<file path="config.mk">
export PLATFORM = sky130hd
export DESIGN_NAME = arp_frame_responder_unit
export DESIGN_NICKNAME = d
export VERILOG_FILES = /design/src/rtl/arpfr_pkg.sv /design/src/rtl/arp_frame_responder_unit.sv
export SDC_FILE = /design/constraint.sdc
export NUM_CORES = 1
export LEC_CHECK = 0
export BUFFER_PORTS_ARGS = -buffer_cell sky130_fd_sc_hd__buf_4
export CAP_MARGIN = 20
export CORE_MARGIN = 3
export CORE_UTILIZATION = 30
export DETAILED_ROUTE_END_ITERATION = 10
export SKIP_LAST_GASP = 1
export SLEW_MARGIN = 0
export SYNTH_ARGS = -nofsm -noshare
export SYNTH_HDL_FRONTEND = slang
export SYNTH_SLANG_ARGS = --single-unit
</file>
<file path="constraint.sdc">
create_clock -name clk_i -period 17.55 [get_ports clk_i]
set_input_delay 0 -clock clk_i [delete_from_list [all_inputs] [get_ports clk_i]]
set_output_delay 0 -clock clk_i [all_outputs]
set_load 0.03 [all_outputs]
</file>
<file path="src/rtl/arpfr_pkg.sv">
// Package with the shared types, constants and frame assembly for the ARP responder.
`timescale 1ns / 1ps

package arpfr_pkg;

  // Configuration register indexes.
  localparam logic REG_MY_MAC = 1'b0;
  localparam logic REG_MY_IP  = 1'b1;

  // Input item kinds carried on the input tuser.
  localparam logic KIND_FRAME   = 1'b0;
  localparam logic KIND_RESOLVE = 1'b1;

  // Stream payload widths.
  localparam int unsigned S_TDATA_W = 96;
  localparam int unsigned M_TDATA_W = 160;
  localparam int unsigned CFG_W     = 48;

  // Fixed field values of ARP over Ethernet.
  localparam logic [47:0] MAC_BCAST      = 48'hFFFF_FFFF_FFFF;
  localparam logic [15:0] ETYPE_ARP      = 16'h0806;
  localparam logic [15:0] HTYPE_ETH      = 16'h0001;
  localparam logic [15:0] PTYPE_IPV4     = 16'h0800;
  localparam logic [7:0]  HLEN_ETH       = 8'd6;
  localparam logic [7:0]  PLEN_IPV4      = 8'd4;
  localparam logic [15:0] OPER_REQUEST   = 16'd1;
  localparam logic [15:0] OPER_REPLY     = 16'd2;
  localparam logic [7:0]  KEEP_FULL      = 8'hFF;
  localparam logic [7:0]  KEEP_LAST_BEAT = 8'h03;

  // Beat counter values: captures end at beat 5, the count holds at 6.
  localparam logic [2:0] BEAT_SAT   = 3'd6;
  // Job steps: step 0 is the binding result, steps 1 to 6 are the frame beats.
  localparam logic [2:0] STEP_BIND  = 3'd0;
  localparam logic [2:0] STEP_FIRST = 3'd1;
  localparam logic [2:0] STEP_FINAL = 3'd6;

  // Per-frame fields of an outgoing ARP frame; our own addresses come from config.
  typedef struct packed {
    logic [47:0] da;
    logic [15:0] etype;
    logic [15:0] htype;
    logic [15:0] ptype;
    logic [7:0]  hlen;
    logic [7:0]  plen;
    logic [15:0] oper;
    logic [47:0] tha;
    logic [31:0] tpa;
  } frame_desc_t;

  // Build one 64-bit little-endian beat (0 to 5) of the 48-byte frame.
  function automatic logic [63:0] build_beat(frame_desc_t desc, logic [47:0] mac,
                                             logic [31:0] ip, logic [2:0] idx);
    logic [383:0] frame;
    logic [5:0]   k;
    logic [63:0]  beat;
    // Network order: frame byte 0 is the top byte of the vector.
    frame = {desc.da, mac, desc.etype, desc.htype, desc.ptype, desc.hlen, desc.plen,
             desc.oper, mac, ip, desc.tha, desc.tpa, 48'h0};
    beat  = '0;
    for (int i = 0; i < 8; i++) begin
      k = {idx, 3'(i)};
      beat[8*i +: 8] = frame[383 - 8*k -: 8];
    end
    return beat;
  endfunction

endpackage

</file>
<file path="src/rtl/arp_frame_responder_unit.sv">
// Top level of the ARP responder: frame parser, reply and request generator, output register.
`timescale 1ns / 1ps

// The block parses ARP frames arriving as 64-bit little-endian beats and takes one beat per
// clock while no job is running. The last beat of a frame starts a job that sends the sender's
// address binding (tuser 1) and, for an ARP request aimed at our IP, a six-beat reply; a
// resolve item (tuser 1 on the input) starts a job that sends a six-beat broadcast ARP request.
// A job sends one result beat per clock, unless the output stalls, through a single output
// register; while a job runs, every input beat is held off until the job's final beat moves
// into the output register, and the next beat can be taken in that same cycle. The first
// result of an accepted input beat goes to the job registers, then to the output register.
// The user must write my_mac and my_ip only while the block is idle; it is not enforced.
module arp_frame_responder_unit
  import arpfr_pkg::*;
(
  input  logic                 clk_i,
  input  logic                 rst_ni,
  // Configuration write port.
  input  logic                 cfg_we_i,
  input  logic                 cfg_addr_i,
  input  logic [CFG_W-1:0]     cfg_wdata_i,
  // Input stream.
  input  logic                 s_axis_tvalid,
  output logic                 s_axis_tready,
  input  logic [S_TDATA_W-1:0] s_axis_tdata,   // rx_data[63:0], resolve_ip[95:64]
  input  logic                 s_axis_tlast,   // rx_last
  input  logic                 s_axis_tuser,   // kind
  // Output stream.
  output logic                 m_axis_tvalid,
  input  logic                 m_axis_tready,
  // tx_data[63:0], tx_keep[71:64], bind_mac[119:72], bind_ip[151:120], run_last[152], zero pad
  output logic [M_TDATA_W-1:0] m_axis_tdata,
  output logic                 m_axis_tlast,   // tx_frame_last
  output logic                 m_axis_tuser    // out_kind
);

  // Configuration registers.
  logic [47:0] my_mac_q;
  logic [31:0] my_ip_q;

  // Parser state.
  logic [2:0]  beat_index_q, beat_index_d;
  logic [47:0] remote_mac_q, remote_mac_d;
  logic [15:0] ethertype_q, ethertype_d;
  logic [15:0] hw_type_q, hw_type_d;
  logic [15:0] proto_type_q, proto_type_d;
  logic [7:0]  hw_len_q, hw_len_d;
  logic [7:0]  proto_len_q, proto_len_d;
  logic [15:0] opcode_q, opcode_d;
  logic [47:0] sender_mac_q, sender_mac_d;
  logic [31:0] sender_ip_q, sender_ip_d;
  logic [31:0] target_ip_q, target_ip_d;

  // Job state.
  logic        job_valid_q;
  logic        job_frame_q;
  logic [2:0]  step_q;
  frame_desc_t desc_q, desc_d;
  logic [47:0] bind_mac_q;
  logic [31:0] bind_ip_q;

  // Output register.
  logic                 out_valid_q;
  logic [M_TDATA_W-1:0] out_tdata_q, out_tdata_d;
  logic                 out_tlast_q, out_tlast_d;
  logic                 out_tuser_q, out_tuser_d;

  logic [63:0] rx_data;
  logic [31:0] resolve_ip;
  logic        in_fire;
  logic        out_adv;
  logic        gen_fire;
  logic        job_final;
  logic        job_start;
  logic        reply;

  assign rx_data    = s_axis_tdata[63:0];
  assign resolve_ip = s_axis_tdata[95:64];

  // Handshake control: the output register moves when empty or taken.
  assign out_adv       = !out_valid_q || m_axis_tready;
  assign gen_fire      = job_valid_q && out_adv;
  assign job_final     = step_q == (job_frame_q ? STEP_FINAL : STEP_BIND);
  assign s_axis_tready = !job_valid_q || (gen_fire && job_final);
  assign in_fire       = s_axis_tvalid && s_axis_tready;
  assign job_start     = in_fire && (s_axis_tuser || s_axis_tlast);

  // Field capture for the current beat; fields are big-endian within the frame.
  always_comb begin
    remote_mac_d = remote_mac_q;
    ethertype_d  = ethertype_q;
    hw_type_d    = hw_type_q;
    proto_type_d = proto_type_q;
    hw_len_d     = hw_len_q;
    proto_len_d  = proto_len_q;
    opcode_d     = opcode_q;
    sender_mac_d = sender_mac_q;
    sender_ip_d  = sender_ip_q;
    target_ip_d  = target_ip_q;
    unique case (beat_index_q)
      3'd0: begin
        remote_mac_d[47:32] = {rx_data[55:48], rx_data[63:56]};
      end
      3'd1: begin
        remote_mac_d[31:0] = {rx_data[7:0], rx_data[15:8], rx_data[23:16], rx_data[31:24]};
        ethertype_d        = {rx_data[39:32], rx_data[47:40]};
        hw_type_d          = {rx_data[55:48], rx_data[63:56]};
      end
      3'd2: begin
        proto_type_d        = {rx_data[7:0], rx_data[15:8]};
        hw_len_d            = rx_data[23:16];
        proto_len_d         = rx_data[31:24];
        opcode_d            = {rx_data[39:32], rx_data[47:40]};
        sender_mac_d[47:32] = {rx_data[55:48], rx_data[63:56]};
      end
      3'd3: begin
        sender_mac_d[31:0] = {rx_data[7:0], rx_data[15:8], rx_data[23:16], rx_data[31:24]};
        sender_ip_d        = {rx_data[39:32], rx_data[47:40], rx_data[55:48], rx_data[63:56]};
      end
      3'd4: begin
        target_ip_d[31:16] = {rx_data[55:48], rx_data[63:56]};
      end
      3'd5: begin
        target_ip_d[15:0] = {rx_data[7:0], rx_data[15:8]};
      end
      default: begin
      end
    endcase

    if (s_axis_tlast) begin
      beat_index_d = '0;
    end else if (beat_index_q < BEAT_SAT) begin
      beat_index_d = beat_index_q + 3'd1;
    end else begin
      beat_index_d = beat_index_q;
    end
  end

  // Reply decision and the descriptor of the frame to send.
  assign reply = (opcode_d == OPER_REQUEST) && (target_ip_d == my_ip_q);

  always_comb begin
    if (s_axis_tuser) begin
      desc_d.da    = MAC_BCAST;
      desc_d.etype = ETYPE_ARP;
      desc_d.htype = HTYPE_ETH;
      desc_d.ptype = PTYPE_IPV4;
      desc_d.hlen  = HLEN_ETH;
      desc_d.plen  = PLEN_IPV4;
      desc_d.oper  = OPER_REQUEST;
      desc_d.tha   = '0;
      desc_d.tpa   = resolve_ip;
    end else begin
      desc_d.da    = remote_mac_d;
      desc_d.etype = ethertype_d;
      desc_d.htype = hw_type_d;
      desc_d.ptype = proto_type_d;
      desc_d.hlen  = hw_len_d;
      desc_d.plen  = proto_len_d;
      desc_d.oper  = OPER_REPLY;
      desc_d.tha   = sender_mac_d;
      desc_d.tpa   = sender_ip_d;
    end
  end

  // Result beat for the current job step.
  always_comb begin
    logic [63:0] tx_data;
    logic [7:0]  tx_keep;
    logic [47:0] b_mac;
    logic [31:0] b_ip;
    logic        run_last;
    tx_data  = '0;
    tx_keep  = '0;
    b_mac    = '0;
    b_ip     = '0;
    run_last = 1'b0;
    out_tlast_d = 1'b0;
    out_tuser_d = 1'b0;
    if (step_q == STEP_BIND) begin
      out_tuser_d = 1'b1;
      b_mac       = bind_mac_q;
      b_ip        = bind_ip_q;
      run_last    = !job_frame_q;
    end else begin
      tx_data     = build_beat(desc_q, my_mac_q, my_ip_q, step_q - STEP_FIRST);
      tx_keep     = (step_q == STEP_FINAL) ? KEEP_LAST_BEAT : KEEP_FULL;
      out_tlast_d = step_q == STEP_FINAL;
      run_last    = step_q == STEP_FINAL;
    end
    out_tdata_d = {7'b0, run_last, b_ip, b_mac, tx_keep, tx_data};
  end

  // Configuration registers.
  always_ff @(posedge clk_i or negedge rst_ni) begin
    if (!rst_ni) begin
      my_mac_q <= '0;
      my_ip_q  <= '0;
    end else if (cfg_we_i) begin
      unique case (cfg_addr_i)
        REG_MY_MAC: my_mac_q <= cfg_wdata_i;
        REG_MY_IP:  my_ip_q  <= cfg_wdata_i[31:0];
        default: begin
        end
      endcase
    end
  end

  // Parser state, updated on every accepted frame beat.
  always_ff @(posedge clk_i or negedge rst_ni) begin
    if (!rst_ni) begin
      beat_index_q <= '0;
      remote_mac_q <= '0;
      ethertype_q  <= '0;
      hw_type_q    <= '0;
      proto_type_q <= '0;
      hw_len_q     <= '0;
      proto_len_q  <= '0;
      opcode_q     <= '0;
      sender_mac_q <= '0;
      sender_ip_q  <= '0;
      target_ip_q  <= '0;
    end else if (in_fire && !s_axis_tuser) begin
      beat_index_q <= beat_index_d;
      remote_mac_q <= remote_mac_d;
      ethertype_q  <= ethertype_d;
      hw_type_q    <= hw_type_d;
      proto_type_q <= proto_type_d;
      hw_len_q     <= hw_len_d;
      proto_len_q  <= proto_len_d;
      opcode_q     <= opcode_d;
      sender_mac_q <= sender_mac_d;
      sender_ip_q  <= sender_ip_d;
      target_ip_q  <= target_ip_d;
    end
  end

  // Job control: load on a frame end or a resolve item, step once per output beat.
  always_ff @(posedge clk_i or negedge rst_ni) begin
    if (!rst_ni) begin
      job_valid_q <= 1'b0;
      job_frame_q <= 1'b0;
      step_q      <= STEP_BIND;
    end else if (job_start) begin
      job_valid_q <= 1'b1;
      job_frame_q <= s_axis_tuser || reply;
      step_q      <= s_axis_tuser ? STEP_FIRST : STEP_BIND;
    end else if (gen_fire) begin
      if (job_final) begin
        job_valid_q <= 1'b0;
      end else begin
        step_q <= step_q + 3'd1;
      end
    end
  end

  // Job payload.
  always_ff @(posedge clk_i) begin
    if (job_start) begin
      desc_q     <= desc_d;
      bind_mac_q <= sender_mac_d;
      bind_ip_q  <= sender_ip_d;
    end
  end

  // Output register.
  always_ff @(posedge clk_i or negedge rst_ni) begin
    if (!rst_ni) begin
      out_valid_q <= 1'b0;
    end else if (out_adv) begin
      out_valid_q <= job_valid_q;
    end
  end

  always_ff @(posedge clk_i) begin
    if (gen_fire) begin
      out_tdata_q <= out_tdata_d;
      out_tlast_q <= out_tlast_d;
      out_tuser_q <= out_tuser_d;
    end
  end

  assign m_axis_tvalid = out_valid_q;
  assign m_axis_tdata  = out_tdata_q;
  assign m_axis_tlast  = out_tlast_q;
  assign m_axis_tuser  = out_tuser_q;

`ifndef SYNTHESIS
  // A running job never steps past its final beat.
  a_step_range: assert property (@(posedge clk_i) disable iff (!rst_ni)
    job_valid_q |-> (step_q <= STEP_FINAL))
    else $error("job step out of range");

  // A frame end or resolve item always leaves a job running.
  a_job_loaded: assert property (@(posedge clk_i) disable iff (!rst_ni)
    job_start |=> job_valid_q)
    else $error("job not loaded");

  // A binding result carries no transmit bytes.
  a_bind_clean: assert property (@(posedge clk_i) disable iff (!rst_ni)
    (m_axis_tvalid && m_axis_tuser) |-> (m_axis_tdata[71:0] == 72'h0 && !m_axis_tlast))
    else $error("binding result carries transmit data");

  // The final frame beat also ends the run.
  a_last_ends_run: assert property (@(posedge clk_i) disable iff (!rst_ni)
    (m_axis_tvalid && m_axis_tlast) |-> m_axis_tdata[152])
    else $error("frame end without run end");
`endif

endmodule

</file>
==> results of run 1 <==
==> cells in the final DEF, fill, tap and decap left out, types with 5 or more instances in the layout <==
cell           count
xor2_1            13
o21ai_0          118
bufinv_16          9
clkbuf_1          18
clkinvlp_4         5
nand2b_1           9
edfxtp_1         423
clkbuf_8           9
ha_1               8
mux2_2           311
nand3_1           56
a222oi_1           5
clkinv_1           5
buf_4            339
or2_2              5
dfrtp_1          328
o211ai_1           7
xnor2_1           15
clkbuf_16         87
a22o_1            14
a21oi_1           83
nor2_1            87
mux2_4            44
mux2i_1           85
nor2b_1            6
diode_2            6
clkinv_2          14
inv_1             78
a22oi_1           25
nor4_1             9
dlygate4sd3_1    164
a21o_1            11
nand2_1          286
o221ai_1          17
a221oi_1          27
nor3_1             6
mux4_2            11
o22ai_1            7
conb_1             7
and2_1            84
==> routing by layer <==
| layer | global-route usage | up-vias |
|---|---|---|
| li1 | - | 9508 |
| met1 | 0.2519 | 10760 |
| met2 | 0.2798 | 784 |
| met3 | 0.03843 | 146 |
| met4 | 0.05103 | 6 |
| met5 | 0 | - |
==> layout make-up <==
cell class,instances,share of cell area
Timing Repair Buffer,508,0.1053
Inverter,81,0.007636
Clock buffer,114,0.05829
Antenna cell,6,0.0003695
Tap cell,1391,0.04283
Multi-Input combinational cell,1403,0.2566
Sequential cell,752,0.5153
Clock inverter,44,0.01367
==> worst reg2reg max path, stage by stage (launching register included) <==
cell,delay (ns)
dfrtp_4,0.65
inv_1,0.12
buf_4,0.40
ha_1,0.33
inv_1,0.67
ha_2,0.34
buf_4,0.45
buf_4,0.49
nand2_1,0.66
o21ai_0,0.43
a21oi_1,0.06
==> worst paths after layout <==
check | startpoint | endpoint | depth (start not counted)
max | step_q[0] | m_axis_tdata[19] | 10
min | rst_ni | my_mac_q[40] | 2
max reg2reg | step_q[0] | m_axis_tdata[19] | 10
min reg2reg | sender_mac_q[43] | sender_mac_q[43] | 2
max in group asynchronous | rst_ni | my_ip_q[17] | 4
min in group clk_i | cfg_we_i | my_ip_q[10] | 4
==> state kept, by name, summed over array words and instances (netlist names), 48 cells and up <==
| signal | flops |
|---|---|
| bind_mac_q | 48 |
| m_axis_tdata | 147 |
| sender_mac_q | 48 |
| my_mac_q | 48 |
| desc_q | 194 |
| remote_mac_q | 48 |
==> cells by family (layout without fill, tap and decap cells) <==
kind of cell | Yosys count | in the layout | share of synthesized area
AO/OA/AOI/OAI | 338 | 338 | 0.06639
XOR/XNOR | 28 | 28 | 0.007578
adder cells (fa/ha/maj) | 10 | 10 | 0.003866
buffers and inverters | 255 | 747 | 0.03337
flip-flops | 752 | 752 | 0.6469
multiplexers | 451 | 451 | 0.1626
other | 1 | 13 | 0.0001159
AND/OR/NAND/NOR | 569 | 569 | 0.07918
==> report_power, final <==
group | total (mW) | internal [mW] | switching [mW]
clock | 1.85 | 1.09 | 0.756
combinational | 2.80 | 1.07 | 1.73
sequential | 2.94 | 2.60 | 0.342
==> per-stage QoR <==
stage / setup WS [ns] / instance area (sq um) / util
after global placement: 12.94 / 35970 / 0.3389
after CTS: 12.77 / 40580 / 0.3822
final: 12.71 / 40640 / 0.3828
after floorplan: 3.021 / 32380 / -
after detailed placement: 12.80 / 36010 / 0.3392
after global routing: 12.40 / 40640 / 0.3828
==> flow_metrics.py, run 1 <==
metrics = {
    "floorplan": {
        "die_h_um": 334.4,
        "num_io_pins": 316,
        "fp.dieW_um": 334.4,
        "core.rowCount": 119,
        "initial_utilization": 0.3048,
        "dieArea_sq_um": 111800,
        "design.core.area_sq_um": 106200,
    },
    "clock_tree": {
        "htreeDepth": 3,
        "cts_buffer_depth": 3,
        "cts_buffers": 84,
        "tritoncts": "yes",
        "post_cts_buffers": 0,
        "cts_root_buffer": "clkbuf_16",
        "cts_resized": 0,
        "clkSinkCount": 752,
        "clkLatencyLatePin_ns": 0.66,
        "cts_hold_buf": 164,
        "clk_pin_slew_ns": 0.06,
    },
    "outcome": {
        "violations": "hold timing",
        "outcome": "finished with violations",
    },
    "setup_path": {
        "path_class": "register to register",
        "ff2ff_setup_slack_ns": 12.71,
        "critPathSlowestCell": "inv_1",
        "crit_family": "buffers and inverters",
        "cp_max_fo": 37,
        "crit_path_frequent_cell": "buf_4",
        "critPathRequiredTime_ns": 17.95,
        "crit_path_end_kind": "register",
        "path_cells": "inv_1 > buf_4 > ha_1 > inv_1 > ha_2 > buf_4 > buf_4 > nand2_1 > o21ai_0 > a21oi_1",
        "cp-start-kind": "register",
        "crit_arrival_ns": 5.24,
        "crit_buf_inv": 5,
        "max_stage_delay_ns": 0.67,
    },
    "timing": {
        "fin_skew_ns": 0.04903,
        "slew_headroom": 0.3212,
        "fmax_mhz": 206.4,
        "rsz0062_at_grt": "false",
        "hold_viol": 7,
        "min_period_ns": 4.845,
        "tightest_slew_ns": 1.018,
        "setup_viol": 0,
        "period_share": 0.2760,
        "finalSetupTns_ns": 0,
        "whs_ns": -0.03157,
        "slew_violations": 0,
    },
    "yosys": {
        "synth_seq_area_share": 0.6469,
        "ys_types": 63,
        "yosys.cell_count.top_type": "edfxtp_1",
        "synth-async-reset-ratio": 0.4375,
        "yosysWarnings": 0,
        "synth_top_cell_by_area": "edfxtp_1",
        "synth_edf_count": 423,
        "netlist_instances": 2404,
        "synthTopCellsByArea": "edfxtp_1, dfrtp_1, mux2_2, nand2_1, mux2i_1",
        "synth_flop_cell": "edfxtp_1",
        "synth-seq-cells": 752,
        "synth_area_sq_um": 32360,
        "avgSynthCellArea_sq_um": 13.46,
        "synth_top_area_frac": 0.3925,
        "synth_commonest_cells": "edfxtp_1, dfrtp_1, mux2_2",
    },
    "placement": {
        "portBuffers": 308,
        "placed_cells": 3968,
        "finalWeightedCongestion": 0.8604,
        "hpwl_um": 69430,
    },
    "grt": {
        "grt_pass1_wl_um": 148300,
        "grt_pass1_vias": 21500,
        "grt_overflow": 0,
        "grt_max_degree": 161,
        "grtUsageTotal": 0.1792,
        "antenna_found_initial": 13,
    },
    "min_path": {
        "worst_hold_path_type": "primary input to asynchronous set/reset pin",
    },
    "power_and_ir_drop": {
        "p_per_area_nw_per_um2": 186.8,
        "power_mw": 7.589,
        "peakVddDrop_mv": 0.1700,
        "total_leakage_power_nw": 16.75,
    },
    "detailed_routing": {
        "drt_first_pass_iters": 5,
        "wl_met2_um": 46190,
        "num_vias": 21200,
        "drt_iter0_markers": 1922,
        "viasPerCell": 4.932,
        "ant_nets": 0,
        "drc": 0,
        "drt-met1-wl_um": 45240,
        "wl_per_cell_um": 23.67,
        "wl_met3_um": 7592,
        "routed_wl_um": 101700,
        "top_layer_used": "met5",
    },
    "final_layout": {
        "fillerInstances": 10150,
        "syn_to_final_growth_pct": 25.57,
        "drive_gt1_frac": 0.2991,
        "multi_input_area_sq_um": 10430,
        "ff_latch_area_sq_um": 20940,
        "nets": 2992,
        "stdcell_count": 4299,
    },
    "run": {
        "cap_viol_max_count": 0,
    },
}
No activity file was read; power rests on OpenSTA's default activity.
==> run 2: changes to the inputs <==
ABC_AREA = 1   (was unset)
clock period = 4 ns   (was 17.55 ns; I/O delays follow)
==> flow_metrics.py, run 2 <==
metrics = {
    "final_layout": {
        "regMostFlops": "desc_q",
        "drive_gt1_frac": 0.1352,
        "final_cell_mix": "nand2_1, edfxtp_1, o21ai_0",
        "stdcell_count": 5310,
        "ff_latch_area_sq_um": 20940,
        "fillerInstances": 10570,
        "nets": 3995,
        "largest_reg_flops": 194,
        "final_cell_area_sq_um": 40980,
        "multi_input_area_sq_um": 9463,
        "final_common_cell": "nand2_1",
        "syn_to_final_growth_pct": 25.76,
    },
    "grt": {
        "antenna_found_initial": 5,
        "grt_overflow": 0,
        "grtUsageTotal": 0.1962,
        "grt_max_degree": 153,
        "grt_pass1_vias": 24890,
        "grt_pass1_wl_um": 163700,
    },
    "detailed_routing": {
        "viasPerCell": 4.885,
        "drc": 0,
        "num_vias": 25940,
        "drt_first_pass_iters": 6,
        "wl_per_cell_um": 21.08,
        "routed_wl_um": 112000,
        "drt_iter0_markers": 2896,
        "ant_nets": 0,
    },
    "floorplan": {
        "initial_utilization": 0.3035,
        "core.rowCount": 120,
        "num_io_pins": 316,
        "fp.dieW_um": 335.6,
        "dieArea_sq_um": 112600,
        "die_h_um": 335.6,
        "design.core.area_sq_um": 107400,
    },
    "timing": {
        "setup_ws_ns": 0.8032,
        "slew_headroom": 0.2890,
        "slew_violations": 0,
        "min_period_ns": 3.197,
        "fmax_mhz": 312.8,
        "period_share": 0.7992,
        "setup_viol": 0,
        "whs_ns": -0.02325,
        "hold_viol": 3,
        "rsz0062_at_grt": "false",
        "tightest_slew_ns": 1.066,
        "fin_skew_ns": 0.02392,
    },
    "clock_tree": {
        "cts_resized": 0,
        "tritoncts": "yes",
        "clkLatencyLatePin_ns": 0.65,
        "cts_buffers": 84,
        "clk_pin_slew_ns": 0.06,
        "clkSinkCount": 752,
        "htreeDepth": 3,
        "cts_buffer_depth": 3,
        "cts_root_buffer": "clkbuf_16",
    },
    "placement": {
        "finalWeightedCongestion": 0.9071,
        "hpwl_um": 77290,
        "pre_cts_ws_ns": 0.8836,
        "placed_cells": 4967,
        "placed_area_sq_um": 36410,
        "portBuffers": 308,
    },
    "yosys": {
        "synthTopCellsByArea": "edfxtp_1, dfrtp_1, nand2_1, o21ai_0, nor2_1",
        "synth-async-reset-ratio": 0.4375,
        "synth_flop_cell": "edfxtp_1",
        "synth_top_area_frac": 0.3898,
        "synth_area_sq_um": 32590,
        "ys_types": 38,
        "yosysWarnings": 0,
        "synth_top_cell_by_area": "edfxtp_1",
        "synth-seq-cells": 752,
        "avgSynthCellArea_sq_um": 9.567,
        "yosys.cell_count.top_type": "nand2_1",
        "netlist_instances": 3406,
        "synth_commonest_cells": "nand2_1, edfxtp_1, o21ai_0",
        "synth_edf_count": 423,
        "synth_seq_area_share": 0.6425,
    },
    "power_and_ir_drop": {
        "swShare": 0.4100,
        "clkPwrFrac": 0.225,
        "peakVddDrop_mv": 0.6760,
        "total_leakage_power_nw": 18.26,
        "p_comb_frac": 0.396,
        "p_switching_mw": 14.04,
        "p_int_mw": 20.21,
        "power.sequential.fraction": 0.379,
        "p_per_area_nw_per_um2": 835.8,
    },
    "outcome": {
        "outcome": "finished with violations",
        "violations": "hold timing",
    },
    "setup_path": {
        "cp_max_fo": 20,
        "cp-start-kind": "register",
        "ff2ff_setup_slack_ns": 0.80,
        "crit_arrival_ns": 3.62,
        "crit_path_end_kind": "register",
        "ff2ff_path_depth": 9,
        "cp-startpoint": "step_q[0]",
        "timing.rr.start": "step_q[0]",
        "path_class": "register to register",
        "r2r-end": "m_axis_tdata[50]",
        "critPathRequiredTime_ns": 4.42,
    },
    "run": {
        "cap_viol_max_count": 0,
    },
    "min_path": {
        "worst_hold_path_type": "primary input to asynchronous set/reset pin",
    },
}
-- run 2: layout make-up --
type                       count  area share
clock inverter                42    0.008549
sequential                   752      0.5110
clock buffer                 116     0.05777
tap                         1403     0.04284
inverter                     348     0.03227
multi-input combinational   2102      0.2309
antenna                        2   0.0001221
timing repair buffer         545      0.1165
-- run 2: logic make-up after synthesis --
family | Yosys count | share of synthesized area
buf+inv | 558 | 0.06992
compound gates | 666 | 0.1076
flops | 752 | 0.6425
simple gates | 1379 | 0.1637
other cells | 1 | 0.0001151
fa+ha+maj | 10 | 0.003840
mux | 33 | 0.01048
xor+xnor | 7 | 0.001882
-- run 2: what timing repair did --
action | CTS | global route
buffers inserted | 0 | 0
hold buffers | 182 | 0
endpoints found under the hold margin | 639 | 0
setup endpoints to repair | 0 | 0
-- run 2: worst max path at each step --
| stage | to | cells after the start | slack [ns] |
|---|---|---|---|
| after floorplan | bind_ip_q[0] | 8 | -1.54 |
| after global placement | m_axis_tdata[50] | 9 | 1.01 |
| after detailed placement | m_axis_tdata[50] | 9 | 0.88 |
| after CTS | desc_q[20] | 7 | 0.66 |
| after global routing | m_axis_tdata[50] | 9 | 0.60 |
| final | m_axis_tdata[50] | 9 | 0.80 |
-- run 2: power groups by stage --
stage                     Clock [mW]  Combinational (mW)  Sequential, mW
final                           7.71                13.6            13.0
after global routing            8.16                15.0            13.2
after CTS                       7.85                13.6            13.0
after detailed placement           0                13.2            13.1
after global placement             0                13.0            13.1
after floorplan                    0                7.17            14.0
-- run 2: per-stage QoR --
step,util,hold WS [ns],power (mW),TNS [ns]
detailed placement,0.3391,0.1759,26.32,0
global route,0.3817,0.06271,36.30,0
global placement,0.3391,0.1571,26.04,0
floorplan,-,-0.2956,21.21,-438.19
finish,0.3817,-0.02325,34.25,0
CTS,0.3814,0.01794,34.39,0
-- run 2: routing by layer --
metal  global-route usage  up-vias  part of all wire
met5                    0        -           0.00012
li1                     -    11990                 -
met2               0.3117     1147              0.46
met3              0.04057      172             0.083
met4              0.07456        2             0.040
met1               0.2637    12630              0.42
-- run 2: worst max-delay path: stages (launching register included) --
cell       delay [ns]
dfrtp_4          0.48
inv_2            0.27
ha_1             0.22
xor2_1           0.07
ha_1             0.30
inv_1            0.09
nor2_1           0.56
nor2_1           0.34
buf_4            0.27
a2111oi_0        0.38
